<file path="src/hdl/mlr_pkg.sv">
// Package for the midpoint line rasterizer: coordinate widths, item structs,
// zone codes and the sequencer state type. No dependencies.
package mlr_pkg;

    localparam int COORD_BITS = 6;
    localparam int STEP_BITS  = COORD_BITS + 1;
    localparam int DEC_BITS   = COORD_BITS + 3;

    typedef logic [COORD_BITS-1:0] coord_t;
    typedef logic [2:0]            zone_t;

    localparam zone_t ZONE_ENE = 3'd0;
    localparam zone_t ZONE_NNE = 3'd1;
    localparam zone_t ZONE_NNW = 3'd2;
    localparam zone_t ZONE_WNW = 3'd3;
    localparam zone_t ZONE_WSW = 3'd4;
    localparam zone_t ZONE_SSW = 3'd5;
    localparam zone_t ZONE_SSE = 3'd6;
    localparam zone_t ZONE_ESE = 3'd7;

    typedef struct packed {
        coord_t start_x;
        coord_t start_y;
        coord_t end_x;
        coord_t end_y;
    } seg_item_t;

    typedef struct packed {
        coord_t pixel_x;
        coord_t pixel_y;
        zone_t  octant;
        logic   last;
    } pix_item_t;

    typedef enum logic [1:0] {
        ST_IDLE,
        ST_SETUP,
        ST_DRAW
    } mlr_state_t;

endpackage

</file>
<file path="src/hdl/midpoint_line_rasterizer.sv">
// Midpoint line rasterizer top level: classifies a segment and walks it pixel by pixel.
// Depends on mlr_pkg for widths, item structs, zone codes and the state type.
//
// One segment item enters on seg and leaves as a run of pixel items on pix,
// from the start point to the end point inclusive, each tagged with the
// segment's zone (0..7 counterclockwise from +x, y up) and a last mark on the
// end pixel. A zero-length segment gives a single pixel in zone 1. The segment is
// captured while idle; in the setup state the zone, the major and minor lengths,
// the initial decision value and both decision increments are computed; then the
// draw state shows one pixel per cycle while pix is not stalled. The rate is set
// by the draw loop: a single decision adder and two coordinate steppers are reused
// once per pixel. seg_ready is high only while the sequencer is idle; the last pixel
// may still wait in the output register while the next segment is taken.
module midpoint_line_rasterizer
    import mlr_pkg::*;
(
    input  logic      clk,
    input  logic      rst_n,
    input  logic      seg_valid,
    output logic      seg_ready,
    input  seg_item_t seg,
    output logic      pix_valid,
    input  logic      pix_ready,
    output pix_item_t pix
);

    // Control state
    mlr_state_t state_reg, state_next;
    logic       pix_valid_reg, pix_valid_next;

    // Datapath state
    seg_item_t                   seg_reg, seg_next;
    coord_t                      x_reg, x_next;
    coord_t                      y_reg, y_next;
    logic signed [DEC_BITS-1:0]  dec_reg, dec_next;
    logic signed [DEC_BITS-1:0]  inc_diag_reg, inc_diag_next;
    logic signed [DEC_BITS-1:0]  inc_axial_reg, inc_axial_next;
    logic [STEP_BITS-1:0]        steps_reg, steps_next;
    zone_t                       zone_reg, zone_next;
    logic                        xmajor_reg, xmajor_next;
    logic                        sx_neg_reg, sx_neg_next;
    logic                        sy_neg_reg, sy_neg_next;
    pix_item_t                   pix_reg, pix_next;

    // Setup arithmetic
    logic signed [COORD_BITS:0] dx, dy;
    logic [COORD_BITS:0]        ax, ay;
    logic                       x_wins;
    zone_t                      zone_c;
    logic                       xmajor_c;
    coord_t                     major_c, minor_c;

    // Draw step
    logic   emit;
    logic   diag;
    coord_t x_step, y_step;

    assign seg_ready = (state_reg == ST_IDLE);
    assign pix_valid = pix_valid_reg;
    assign pix       = pix_reg;

    // The output slot is free, or is being emptied this cycle.
    assign emit = (state_reg == ST_DRAW) && (!pix_valid_reg || pix_ready);

    // Segment classification from the captured endpoints
    always_comb
    begin
        dx = $signed({1'b0, seg_reg.end_x}) - $signed({1'b0, seg_reg.start_x});
        dy = $signed({1'b0, seg_reg.end_y}) - $signed({1'b0, seg_reg.start_y});
        ax = dx[COORD_BITS] ? (COORD_BITS+1)'(0) - dx : dx;
        ay = dy[COORD_BITS] ? (COORD_BITS+1)'(0) - dy : dy;
        x_wins = (ax > ay);
        case ({dx[COORD_BITS], dy[COORD_BITS]})
            2'b00:   zone_c = x_wins ? ZONE_ENE : ZONE_NNE;
            2'b01:   zone_c = x_wins ? ZONE_ESE : ZONE_SSE;
            2'b11:   zone_c = x_wins ? ZONE_WSW : ZONE_SSW;
            2'b10:   zone_c = x_wins ? ZONE_WNW : ZONE_NNW;
            default: zone_c = ZONE_ENE;
        endcase
        xmajor_c = x_wins;
        major_c  = xmajor_c ? ax[COORD_BITS-1:0] : ay[COORD_BITS-1:0];
        minor_c  = xmajor_c ? ay[COORD_BITS-1:0] : ax[COORD_BITS-1:0];
    end

    // Tie goes diagonal in every zone.
    assign diag   = !dec_reg[DEC_BITS-1];
    assign x_step = x_reg + (sx_neg_reg ? {COORD_BITS{1'b1}} : COORD_BITS'(1));
    assign y_step = y_reg + (sy_neg_reg ? {COORD_BITS{1'b1}} : COORD_BITS'(1));

    // Next state
    always_comb
    begin
        state_next = state_reg;
        case (state_reg)
            ST_IDLE:
            begin
                if (seg_valid)
                begin
                    state_next = ST_SETUP;
                end
            end
            ST_SETUP:
            begin
                state_next = ST_DRAW;
            end
            ST_DRAW:
            begin
                if (emit && (steps_reg == '0))
                begin
                    state_next = ST_IDLE;
                end
            end
            default:
            begin
                state_next = ST_IDLE;
            end
        endcase
    end

    // Outputs and datapath updates
    always_comb
    begin
        pix_valid_next = pix_valid_reg;
        seg_next       = seg_reg;
        x_next         = x_reg;
        y_next         = y_reg;
        dec_next       = dec_reg;
        inc_diag_next  = inc_diag_reg;
        inc_axial_next = inc_axial_reg;
        steps_next     = steps_reg;
        zone_next      = zone_reg;
        xmajor_next    = xmajor_reg;
        sx_neg_next    = sx_neg_reg;
        sy_neg_next    = sy_neg_reg;
        pix_next       = pix_reg;

        // Drop the shown pixel once taken.
        if (pix_valid_reg && pix_ready)
        begin
            pix_valid_next = 1'b0;
        end

        case (state_reg)
            ST_IDLE:
            begin
                if (seg_valid)
                begin
                    seg_next = seg;
                end
            end
            ST_SETUP:
            begin
                x_next         = seg_reg.start_x;
                y_next         = seg_reg.start_y;
                zone_next      = zone_c;
                xmajor_next    = xmajor_c;
                sx_neg_next    = dx[COORD_BITS];
                sy_neg_next    = dy[COORD_BITS];
                steps_next     = {1'b0, major_c};
                dec_next       = $signed({2'b00, minor_c, 1'b0})
                               - $signed({3'b000, major_c});
                inc_diag_next  = $signed({2'b00, minor_c, 1'b0})
                               - $signed({2'b00, major_c, 1'b0});
                inc_axial_next = $signed({2'b00, minor_c, 1'b0});
            end
            ST_DRAW:
            begin
                if (emit)
                begin
                    // Show the current pixel, then advance one step.
                    pix_valid_next   = 1'b1;
                    pix_next.pixel_x = x_reg;
                    pix_next.pixel_y = y_reg;
                    pix_next.octant  = zone_reg;
                    pix_next.last    = (steps_reg == '0);
                    if (steps_reg != '0)
                    begin
                        steps_next = steps_reg - STEP_BITS'(1);
                        dec_next   = dec_reg + (diag ? inc_diag_reg : inc_axial_reg);
                        if (diag || xmajor_reg)
                        begin
                            x_next = x_step;
                        end
                        if (diag || !xmajor_reg)
                        begin
                            y_next = y_step;
                        end
                    end
                end
            end
            default:
            begin
            end
        endcase
    end

    always_ff @(posedge clk or negedge rst_n)
    begin
        if (!rst_n)
        begin
            state_reg     <= ST_IDLE;
            pix_valid_reg <= 1'b0;
        end
        else
        begin
            state_reg     <= state_next;
            pix_valid_reg <= pix_valid_next;
        end
    end

    always_ff @(posedge clk)
    begin
        seg_reg       <= seg_next;
        x_reg         <= x_next;
        y_reg         <= y_next;
        dec_reg       <= dec_next;
        inc_diag_reg  <= inc_diag_next;
        inc_axial_reg <= inc_axial_next;
        steps_reg     <= steps_next;
        zone_reg      <= zone_next;
        xmajor_reg    <= xmajor_next;
        sx_neg_reg    <= sx_neg_next;
        sy_neg_reg    <= sy_neg_next;
        pix_reg       <= pix_next;
    end

endmodule

</file>
<file path="config.mk">
export PLATFORM = sky130hd
export DESIGN_NAME = midpoint_line_rasterizer
export DESIGN_NICKNAME = d
export VERILOG_FILES = /design/src/hdl/mlr_pkg.sv /design/src/hdl/midpoint_line_rasterizer.sv
export SDC_FILE = /design/constraint.sdc
export NUM_CORES = 1
export LEC_CHECK = 0
export ABC_CLOCK_PERIOD_IN_PS = 7530
export BUFFER_PORTS_ARGS = -buffer_cell sky130_fd_sc_hd__buf_4
export CORE_ASPECT_RATIO = 0.6
export CORE_UTILIZATION = 60
export CTS_CLUSTER_SIZE = 40
export DETAILED_ROUTE_END_ITERATION = 16
export HOLD_SLACK_MARGIN = 0.15
export PLACE_DENSITY_LB_ADDON = 0.15
export SYNTH_ARGS = -nofsm -noshare
export SYNTH_HDL_FRONTEND = slang
export SYNTH_SLANG_ARGS = --single-unit
export TNS_END_PERCENT = 1
</file>
<file path="constraint.sdc">
create_clock -name clk -period 7.53 [get_ports clk]
set_clock_uncertainty 0.1 [all_clocks]
set_input_delay 0 -clock clk [delete_from_list [all_inputs] [get_ports clk]]
set_output_delay 0 -clock clk [all_outputs]
set_load 0.01 [all_outputs]
</file>
==> flow_metrics.py, run 1 <==
metrics = {
    "status": {
        "status": "finished, final reports clean",
    },
    "global_route": {
        "track_usage": 0.281,
        "grt_max_degree": 40,
        "grt_pass1_vias": 3935,
        "antenna_found_initial": 0,
        "total_grt_overflow": 0,
        "grt_first_pass_wirelength_mm": 20.4,
    },
    "clock_tree": {
        "clk_path_buf_depth": 2,
        "cts_root_buffer": "clkbuf_16",
        "clock_latency_ns": 0.34,
        "cts_buffers": 9,
        "clock-sinks": 88,
        "cts_tree": "built",
        "post_cts_setup_buffer_count": 0,
        "path_clk_slew_ns": 0.06,
        "number_of_h_tree_branching_levels": 3,
    },
    "setup_path": {
        "setup_crit_path_kind": "flip-flop to flip-flop",
        "endpoint_kind": "flip-flop",
        "worstSetupStartpointType": "flip-flop",
        "arrival_ns": 6.74,
        "rrSetupSlack_ns": 0.78,
        "worstRegToRegCells": 25,
        "timing.critical_path.fanout_max": 19,
        "cp_data_required_time_ns": 7.52,
    },
    "synth": {
        "synth_cells": 508,
        "netlist_area_um2": 5550,
        "ys_ff_latch": 88,
        "synth_edf_count": 85,
        "synth.most_common_cell": "edfxtp_1",
        "synth_cell_type_count": 61,
        "cell_types_occupying_the_most_area_after_synthesis": "edfxtp_1 (46%), ha_1 (11%), xnor2_1 (3.9%), inv_1 (3.3%), a21oi_1 (3.1%)",
        "synth-warning-count": 0,
        "postSynthNetCount": 589,
        "synthFlopType": "edfxtp_1",
        "synth.avg_cell_area_um2": 10.9,
        "post_synth_most_frequent_cells": "edfxtp_1 (85), inv_1 (49), ha_1 (47)",
        "library_cell_occupying_the_most_area_in_the_post_synthesis_netlist": "edfxtp_1",
        "synth_sequential_area_ratio": 0.474,
        "synthArstFlopShare": 0.0341,
        "synth_top_area_frac": 0.460,
    },
    "placed_design": {
        "dp_slack_ns": 0.984,
        "place_hpwl_mm": 9.33,
        "place_congestion": 0.876,
        "portBuffers": 45,
    },
    "routing": {
        "detail_route.vias_per_cell": 5.90,
        "postRouteAntennaNets": 0,
        "route.detailed.wl_per_inst_um": 18.3,
        "detail_route.first_pass.iterations": 6,
        "wl_mm": 12.9,
        "via_count": 4142,
        "route.detailed.drc": 0,
        "number_of_drc_markers_after_the_initial_detailed_route_iteration": 458,
    },
    "timing": {
        "hold_vio_cnt_final": 0,
        "timing.slew.headroom": 0.272,
        "clock.fmax_mhz": 148,
        "grt_setup_unrepaired": "false",
        "timing.final.crit_share": 0.897,
        "final_max_slew_viol_count": 0,
        "fin_crit_ns": 6.75,
        "final.setup.tns_ns": 0,
        "tightest_slew_ns": 1.09,
        "worst_slack_ns": 0.779,
        "final-setup-viol-count": 0,
    },
    "min_path": {
        "holdPathStages": 2,
        "hold_path_class": "input port to flip-flop",
    },
    "floorplanning": {
        "design.core.area_um2": 8750,
        "die-area_um2": 9650,
        "fp.dieH_um": 76.5,
        "num_io_pins": 46,
        "placement_rows": 26,
        "floorplan.initialDensity": 0.634,
        "die_width_um": 126,
    },
    "final_layout": {
        "syn2layout_area_growth_pct": 18.2,
        "final_layout_size_suffix_gt1_frac": 0.144,
        "design.final.nets": 666,
        "largest_reg_flops": 24,
        "diodes": 0,
        "utilization": 0.749,
    },
    "flow_run": {
        "max_cap_violations": 0,
    },
}
[per-layer routing]
| layer | global-route usage | vias to the layer above | wire (um) |
|---|---|---|---|
| met1 | 0.434 | 1972 | 6490 |
| met5 | 0 | - | 0 |
| li1 | - | 1975 | - |
| met3 | 0.0611 | 21 | 881 |
| met2 | 0.403 | 174 | 5350 |
| met4 | 0.0602 | 0 | 154 |
[path summary, 6_finish.rpt]
kind	end	start
max	dec_reg[5]	seg_reg[0]
min	seg_reg[1]	seg[1]
max reg2reg	dec_reg[5]	seg_reg[0]
min reg2reg	pix[2]	zone_reg[1]
max in group asynchronous	state_reg[0]	rst_n
min in group asynchronous	pix_valid	rst_n
[kinds of logic after synthesis]
group,count (synthesis),share of synthesized area
xor gates and xnor gates,42,0.0676
buffers and inverters,60,0.0433
and+or+nand+nor,130,0.115
muxes,12,0.0228
DFF,88,0.474
AOI/OAI and AO/OA,123,0.150
adders and majority gates,53,0.128
[per-stage QoR]
stage	std cells	area, um^2	hold WS (ns)
final	702	6560	0.277
after global routing	702	6560	0.277
after CTS	702	6560	0.269
after detailed placement	658	6000	-0.307
after global placement	658	6000	-0.307
after floorplan	508	5550	-0.396
[layout make-up]
| cell class | count | area [um^2] |
|---|---|---|
| clock buffers | 13 | 250 |
| clock inverters | 3 | 25.0 |
| fillers | 601 | 2190 |
| inverters | 49 | 184 |
| multi-input cells | 360 | 2680 |
| flip-flops and latches | 88 | 2630 |
| well taps | 112 | 140 |
| repair buffers | 77 | 648 |
[critical path, stage by stage (launching register included)]
cell	delay, ns
edfxtp_1	0.35
inv_1	0.06
ha_1	0.16
inv_1	0.05
fa_1	0.41
a211oi_1	0.36
o31ai_1	0.15
a21oi_2	0.49
inv_1	0.17
nor2_1	0.15
xor2_1	0.39
ha_1	0.37
o21a_1	0.12
o21ai_0	0.14
nand2b_1	0.08
a211oi_1	0.42
o32a_1	0.58
nor2_8	0.14
mux2i_1	0.30
ha_1	0.31
nand2_1	0.08
a21oi_1	0.06
or2_1	0.26
o211a_1	0.24
or3_1	0.30
a31o_2	0.25
[timing repair]
action	4_1_cts	5_1_grt
hold buffers	28	0
resized for setup	0	0
endpoints found under the hold margin	30	0
[cells in the final DEF (no fill, tap or decap), types with 9 or more instances in the layout]
cell            n
dlygate4sd3_1  28
nor2_1         41
nor2b_1         9
xnor2_1        25
ha_1           47
inv_1          49
clkbuf_16       9
nor3_1          9
o21bai_1        9
nand2_1        35
a21oi_1        34
edfxtp_1       85
o21ai_0        31
xor2_1         16
buf_4          49
Power of run 1 is left out: the tool's default activity adds up to more than one toggle a clock period on the data nets, which glitch-free logic cannot reach.
==> run 2, diff against run 1 <==
--- a/config.mk
+++ b/config.mk
@@ -5,10 +5,10 @@
 export SDC_FILE = /design/constraint.sdc
 export NUM_CORES = 1
 export LEC_CHECK = 0
-export ABC_CLOCK_PERIOD_IN_PS = 7530
+export ABC_CLOCK_PERIOD_IN_PS = 5700
 export BUFFER_PORTS_ARGS = -buffer_cell sky130_fd_sc_hd__buf_4
 export CORE_ASPECT_RATIO = 0.6
-export CORE_UTILIZATION = 60
+export CORE_UTILIZATION = 55
 export CTS_CLUSTER_SIZE = 40
 export DETAILED_ROUTE_END_ITERATION = 16
 export HOLD_SLACK_MARGIN = 0.15
==> constraint.sdc (replaced) <==
create_clock -name clk -period 5.7 [get_ports clk]
set_clock_uncertainty 0.1 [all_clocks]
set_input_delay 0 -clock clk [delete_from_list [all_inputs] [get_ports clk]]
set_output_delay 0 -clock clk [all_outputs]
set_load 0.01 [all_outputs]
==> run 2 against run 1 <==
  * Clock-buffer cell count decreased by 4
  * Final area rose by 6.3%
  * Cell count increased by 7.5%
==> flow_metrics.py, run 2 (synthesis gave the netlist of run 1 again) <==
metrics = {
    "clock_tree": {
        "cts_tree": "built",
        "clock-sinks": 88,
        "number_of_h_tree_branching_levels": 3,
        "cts_buffers": 9,
        "clock_latency_ns": 0.35,
        "clk_path_buf_depth": 2,
        "path_clk_slew_ns": 0.07,
        "cts_root_buffer": "clkbuf_16",
    },
    "routing": {
        "detail_route.vias_per_cell": 5.59,
        "route.detailed.wl_per_inst_um": 17.6,
        "wl_mm": 13.3,
        "detail_route.first_pass.iterations": 5,
        "postRouteAntennaNets": 0,
        "number_of_drc_markers_after_the_initial_detailed_route_iteration": 349,
        "via_count": 4221,
        "route.detailed.drc": 0,
    },
    "global_route": {
        "track_usage": 0.263,
        "grt_max_degree": 40,
        "antenna_found_initial": 0,
        "total_grt_overflow": 0,
        "grt_first_pass_wirelength_mm": 20.5,
        "grt_pass1_vias": 3846,
    },
    "floorplanning": {
        "num_io_pins": 46,
        "die-area_um2": 10500,
        "design.core.area_um2": 9490,
        "fp.dieH_um": 79.8,
        "floorplan.initialDensity": 0.585,
        "placement_rows": 27,
        "die_width_um": 132,
    },
    "timing": {
        "worst_slack_ns": 0.189,
        "timing.slew.headroom": 0.258,
        "fin_crit_ns": 5.51,
        "timing.final.crit_share": 0.967,
        "hold_vio_cnt_final": 0,
        "tightest_slew_ns": 1.11,
        "clock.fmax_mhz": 181,
        "final-setup-viol-count": 0,
        "final_max_slew_viol_count": 0,
    },
    "placed_design": {
        "portBuffers": 45,
        "dp_slack_ns": -0.125,
        "place_hpwl_mm": 9.50,
        "place_congestion": 0.925,
    },
    "setup_path": {
        "timing.critical_path.fanout_max": 6,
        "setup_crit_path_kind": "flip-flop to flip-flop",
        "endpoint_kind": "flip-flop",
        "arrival_ns": 5.51,
        "largest_stage_delay_worst_path_ns": 0.39,
        "cp_common_cell": "nand2_1",
        "critical_path_s_slowest_cell": "ha_1",
        "worstSetupStartpointType": "flip-flop",
        "cp_data_required_time_ns": 5.70,
    },
    "final_layout": {
        "diodes": 0,
        "mostFrequentLayoutCell": "edfxtp_1",
        "layout_common_cells": "edfxtp_1 (85), buf_4 (82), inv_1 (48), ha_1 (45), nor2_1 (41)",
        "multi_input_area_um2": 2810,
        "seq_area_um2": 2630,
        "final_layout_size_suffix_gt1_frac": 0.222,
        "syn2layout_area_growth_pct": 25.6,
        "filler_cell_count": 654,
        "design.final.nets": 701,
        "largest_reg_flops": 24,
    },
    "status": {
        "status": "finished, final reports clean",
    },
    "min_path": {
        "hold_path_class": "input port to flip-flop",
    },
    "flow_run": {
        "max_cap_violations": 0,
    },
}
[run 2: cell count changes in the layout (fill, tap and decap cells not counted), moves of 2 or more]
cell and delta:
ha_4 +2, o21ai_0 -4, buf_4 +33, ha_1 -2, fa_2 +2, a211oi_1 -2, mux2i_1 -3, o21ai_1 +3
mux2i_2 +3, fa_1 -2, clkinvlp_4 +2, clkbuf_1 -3
[run 2: area by class of cell]
type,count,area share
Clock buffer,9,0.0323
Clock inverter,7,0.00934
Inverter,49,0.0264
Multi-Input combinational cell,362,0.403
Sequential cell,88,0.377
Tap cell,130,0.0233
Timing Repair Buffer,110,0.129
[run 2: worst max-delay path: cells and delay by family, from the launching register on]
family	cells	cell delay, ns
multiplexers	1	0.27
XOR/XNOR	1	0.16
flip-flops	1	0.36
buffers and inverters	4	0.41
AO/OA/AOI/OAI	8	1.57
adder cells (fa/ha/maj)	4	1.16
AND/OR/NAND/NOR	8	1.21
[run 2: what timing repair did]
action | CTS | global route
cloned | 0 | 2
hold endpoints to repair | 30 | 0
pin swaps | 2 | 8
setup endpoints to repair | 4 | 7
hold buffers | 28 | 0
setup buffers | 1 | 10
resized for setup | 3 | 20
[run 2: final timing paths]
kind,start,end,slack (ns),cells past startpoint
setup / recovery,seg_reg[0],dec_reg[5],0.19,26
hold / removal,seg[4],seg_reg[4],0.27,2
setup reg to reg,seg_reg[0],dec_reg[5],0.19,26
hold reg to reg,zone_reg[0],pix[1],0.33,0
max in group asynchronous,rst_n,state_reg[1],4.93,3
min in group asynchronous,rst_n,state_reg[0],0.42,3
[run 2: stage by stage]
stage	instance area [um^2]	hold slack [ns]	TNS, ns	util	instances
finish	6970	0.267	0	0.734	755
floorplan	5550	-0.396	0	-	508
global placement	6190	-0.309	0	0.652	698
CTS	6790	0.256	0	0.715	743
detailed placement	6190	-0.308	-0.244	0.652	698
global route	6970	0.268	-0.0696	0.734	755
[run 2: routing by layer]
metal / vias up / track usage / share of wire
met5: - / 0 / 0
met2: 154 / 0.372 / 0.41
met4: 0 / 0.0779 / 0.012
met1: 1997 / 0.395 / 0.50
li1: 2057 / - / -
met3: 13 / 0.0629 / 0.071
Power of run 2 is left out for the same reason.
==> run 3, diff against run 2 <==
--- a/config.mk
+++ b/config.mk
@@ -6,12 +6,13 @@
 export NUM_CORES = 1
 export LEC_CHECK = 0
 export ABC_CLOCK_PERIOD_IN_PS = 5700
-export BUFFER_PORTS_ARGS = -buffer_cell sky130_fd_sc_hd__buf_4
 export CORE_ASPECT_RATIO = 0.6
-export CORE_UTILIZATION = 55
+export CORE_UTILIZATION = 58
 export CTS_CLUSTER_SIZE = 40
 export DETAILED_ROUTE_END_ITERATION = 16
+export DONT_BUFFER_PORTS = 1
 export HOLD_SLACK_MARGIN = 0.15
+export MAX_ROUTING_LAYER = met4
 export PLACE_DENSITY_LB_ADDON = 0.15
 export SYNTH_ARGS = -nofsm -noshare
 export SYNTH_HDL_FRONTEND = slang
==> constraint.sdc (replaced) <==
create_clock -name clk -period 5.7 [get_ports clk]
set_clock_uncertainty 0.1 [all_clocks]
set_input_delay 0 -clock clk [delete_from_list [all_inputs] [get_ports clk]]
set_output_delay 0 -clock clk [all_outputs]
set_load 0.02 [all_outputs]
==> run 3 against run 2 <==
  * Utilization shrank 1.9 points
  * Register-to-register slack improved by 0.06 ns
  * Largest cell class unchanged
  * Critical endpoint unchanged
  * Wire length fell by 5.1%
==> flow_metrics.py, run 3 (synthesis gave the netlist of run 1 again) <==
metrics = {
    "routing": {
        "route.detailed.drc": 0,
        "postRouteAntennaNets": 0,
        "detail_route.first_pass.iterations": 5,
        "wl_mm": 12.6,
        "route.detailed.wl_per_inst_um": 17.9,
        "detail_route.vias_per_cell": 5.79,
        "number_of_drc_markers_after_the_initial_detailed_route_iteration": 359,
        "via_count": 4083,
    },
    "global_route": {
        "antenna_found_initial": 0,
        "global_route_track_usage_on_met2": 0.387,
        "global_route.peak_usage_layer": "met1",
        "grt_max_degree": 40,
        "use_met3": 0.0662,
        "track_usage": 0.276,
        "grt.met1_usage": 0.405,
        "grt_first_pass_wirelength_mm": 20.0,
        "total_grt_overflow": 0,
        "grt_pass1_vias": 3915,
    },
    "final_layout": {
        "syn2layout_area_growth_pct": 18.8,
        "layout_common_cells": "edfxtp_1 (85), inv_1 (47), ha_1 (44), nor2_1 (40), nand2_1 (34)",
        "diodes": 0,
        "final_layout_size_suffix_gt1_frac": 0.157,
        "largest_reg_flops": 24,
        "design.final.nets": 651,
        "mostFrequentLayoutCell": "edfxtp_1",
        "filler_cell_count": 635,
    },
    "floorplanning": {
        "num_io_pins": 46,
        "die_width_um": 128,
        "floorplan.initialDensity": 0.602,
        "die-area_um2": 9980,
        "design.core.area_um2": 9220,
        "placement_rows": 27,
        "fp.dieH_um": 77.8,
    },
    "timing": {
        "final_max_slew_viol_count": 0,
        "timing.slew.headroom": 0.189,
        "clock.fmax_mhz": 183,
        "final-setup-viol-count": 0,
        "tightest_slew_ns": 1.22,
        "worst_slack_ns": 0.245,
        "timing.final.crit_share": 0.957,
        "fin_crit_ns": 5.45,
        "hold_vio_cnt_final": 0,
        "grt_setup_unrepaired": "true",
    },
    "setup_path": {
        "cp_data_required_time_ns": 5.70,
        "worstSetupStartpointType": "flip-flop",
        "endpoint_kind": "flip-flop",
        "arrival_ns": 5.45,
        "worstReg2RegEnd": "dec_reg[5]",
        "critical_path.top_delay_family": "compound AO/OA/AOI/OAI gates",
        "cp.depth": 26,
        "critical_path_s_slowest_cell": "edfxtp_1",
        "largest_stage_delay_worst_path_ns": 0.42,
        "crit-reg2reg-launch": "seg_reg[18]",
        "worstRegToRegCells": 26,
        "setup_crit_path_kind": "flip-flop to flip-flop",
        "timing.critical_path.fanout_max": 5,
        "worstSetupStartpoint": "seg_reg[18]",
        "rrSetupSlack_ns": 0.25,
        "critical_path.endpoint": "dec_reg[5]",
        "cp.buffers_inverters": 3,
    },
    "flow_run": {
        "max_cap_violations": 0,
    },
    "clock_tree": {
        "clock-sinks": 88,
        "clk_path_buf_depth": 2,
        "cts_root_buffer": "clkbuf_16",
        "number_of_h_tree_branching_levels": 3,
        "path_clk_slew_ns": 0.07,
        "clock_latency_ns": 0.34,
        "cts_buffers": 9,
        "cts_tree": "built",
    },
    "min_path": {
        "hold_path_class": "input port to flip-flop",
    },
    "placed_design": {
        "portBuffers": 0,
        "place_hpwl_mm": 8.99,
        "place_congestion": 0.936,
        "dp_slack_ns": -0.120,
    },
    "status": {
        "status": "finished, final reports clean",
    },
}
run 3: cell type report:
| type | count | area, um^2 | area share |
|---|---|---|---|
| inverters | 49 | 184 | 0.0279 |
| flip-flops and latches | 88 | 2630 | 0.399 |
| clock inverters | 5 | 56.3 | 0.00854 |
| clock buffers | 11 | 233 | 0.0353 |
| multi-input cells | 361 | 2800 | 0.425 |
| well taps | 130 | 163 | 0.0247 |
| repair buffers | 61 | 528 | 0.0801 |
run 3: how the worst min path moves through the flow:
stage	slack, ns	from	end	cells past startpoint
CTS	0.18	seg[7]	seg_reg[7]	1
detailed placement	-0.40	rst_n	state_reg[0]	0
finish	0.18	seg[2]	seg_reg[2]	1
global placement	-0.40	rst_n	state_reg[0]	0
floorplan	-0.40	rst_n	pix_valid	0
global route	0.18	seg[20]	seg_reg[20]	1
run 3: through the flow:
stage | TNS, ns | hold slack, ns | cells | cell area (um^2) | utilization
final | 0 | 0.181 | 705 | 6590 | 0.715
after global routing | -0.135 | 0.183 | 705 | 6590 | 0.715
after CTS | 0 | 0.176 | 697 | 6450 | 0.699
after detailed placement | -0.183 | -0.396 | 651 | 5840 | 0.633
after global placement | -0.0830 | -0.396 | 651 | 5840 | 0.633
after floorplan | 0 | -0.396 | 508 | 5550 | -
run 3: repair_timing:
item | 4_1_cts | 5_1_grt
pin swaps | 1 | 8
gates resized for setup | 4 | 23
endpoints found under the hold margin | 30 | 0
setup buffers | 2 | 7
endpoints found under the setup margin | 4 | 7
gates cloned | 0 | 1
hold buffers | 28 | 0
run 3: worst reg2reg max path, stage by stage, from the launching register on:
cell and delay (ns):
edfxtp_1 0.42, ha_1 0.24, fa_1 0.40, nand2b_1 0.17
a21oi_1 0.14, o22ai_1 0.13, inv_2 0.12, nand2_1 0.06
o21ai_1 0.16, inv_1 0.12, ha_1 0.30, nor2b_1 0.13
o21a_1 0.16, o21ai_1 0.11, nand2b_1 0.11, a211oi_4 0.31
buf_4 0.16, o21bai_1 0.11, nand3_1 0.13, nand2_1 0.13
ha_1 0.33, nand2_1 0.07, a21oi_1 0.05, or2_1 0.25
o211a_1 0.23, or3_1 0.30, a31o_2 0.24
run 3: metal layers:
| metal | routed length [um] | share of wire |
|---|---|---|
| met5 | 0 | 0 |
| met4 | 110 | 0.0087 |
| met3 | 857 | 0.068 |
| met2 | 5250 | 0.42 |
| met1 | 6370 | 0.51 |
Power of run 3 is left out for the same reason.
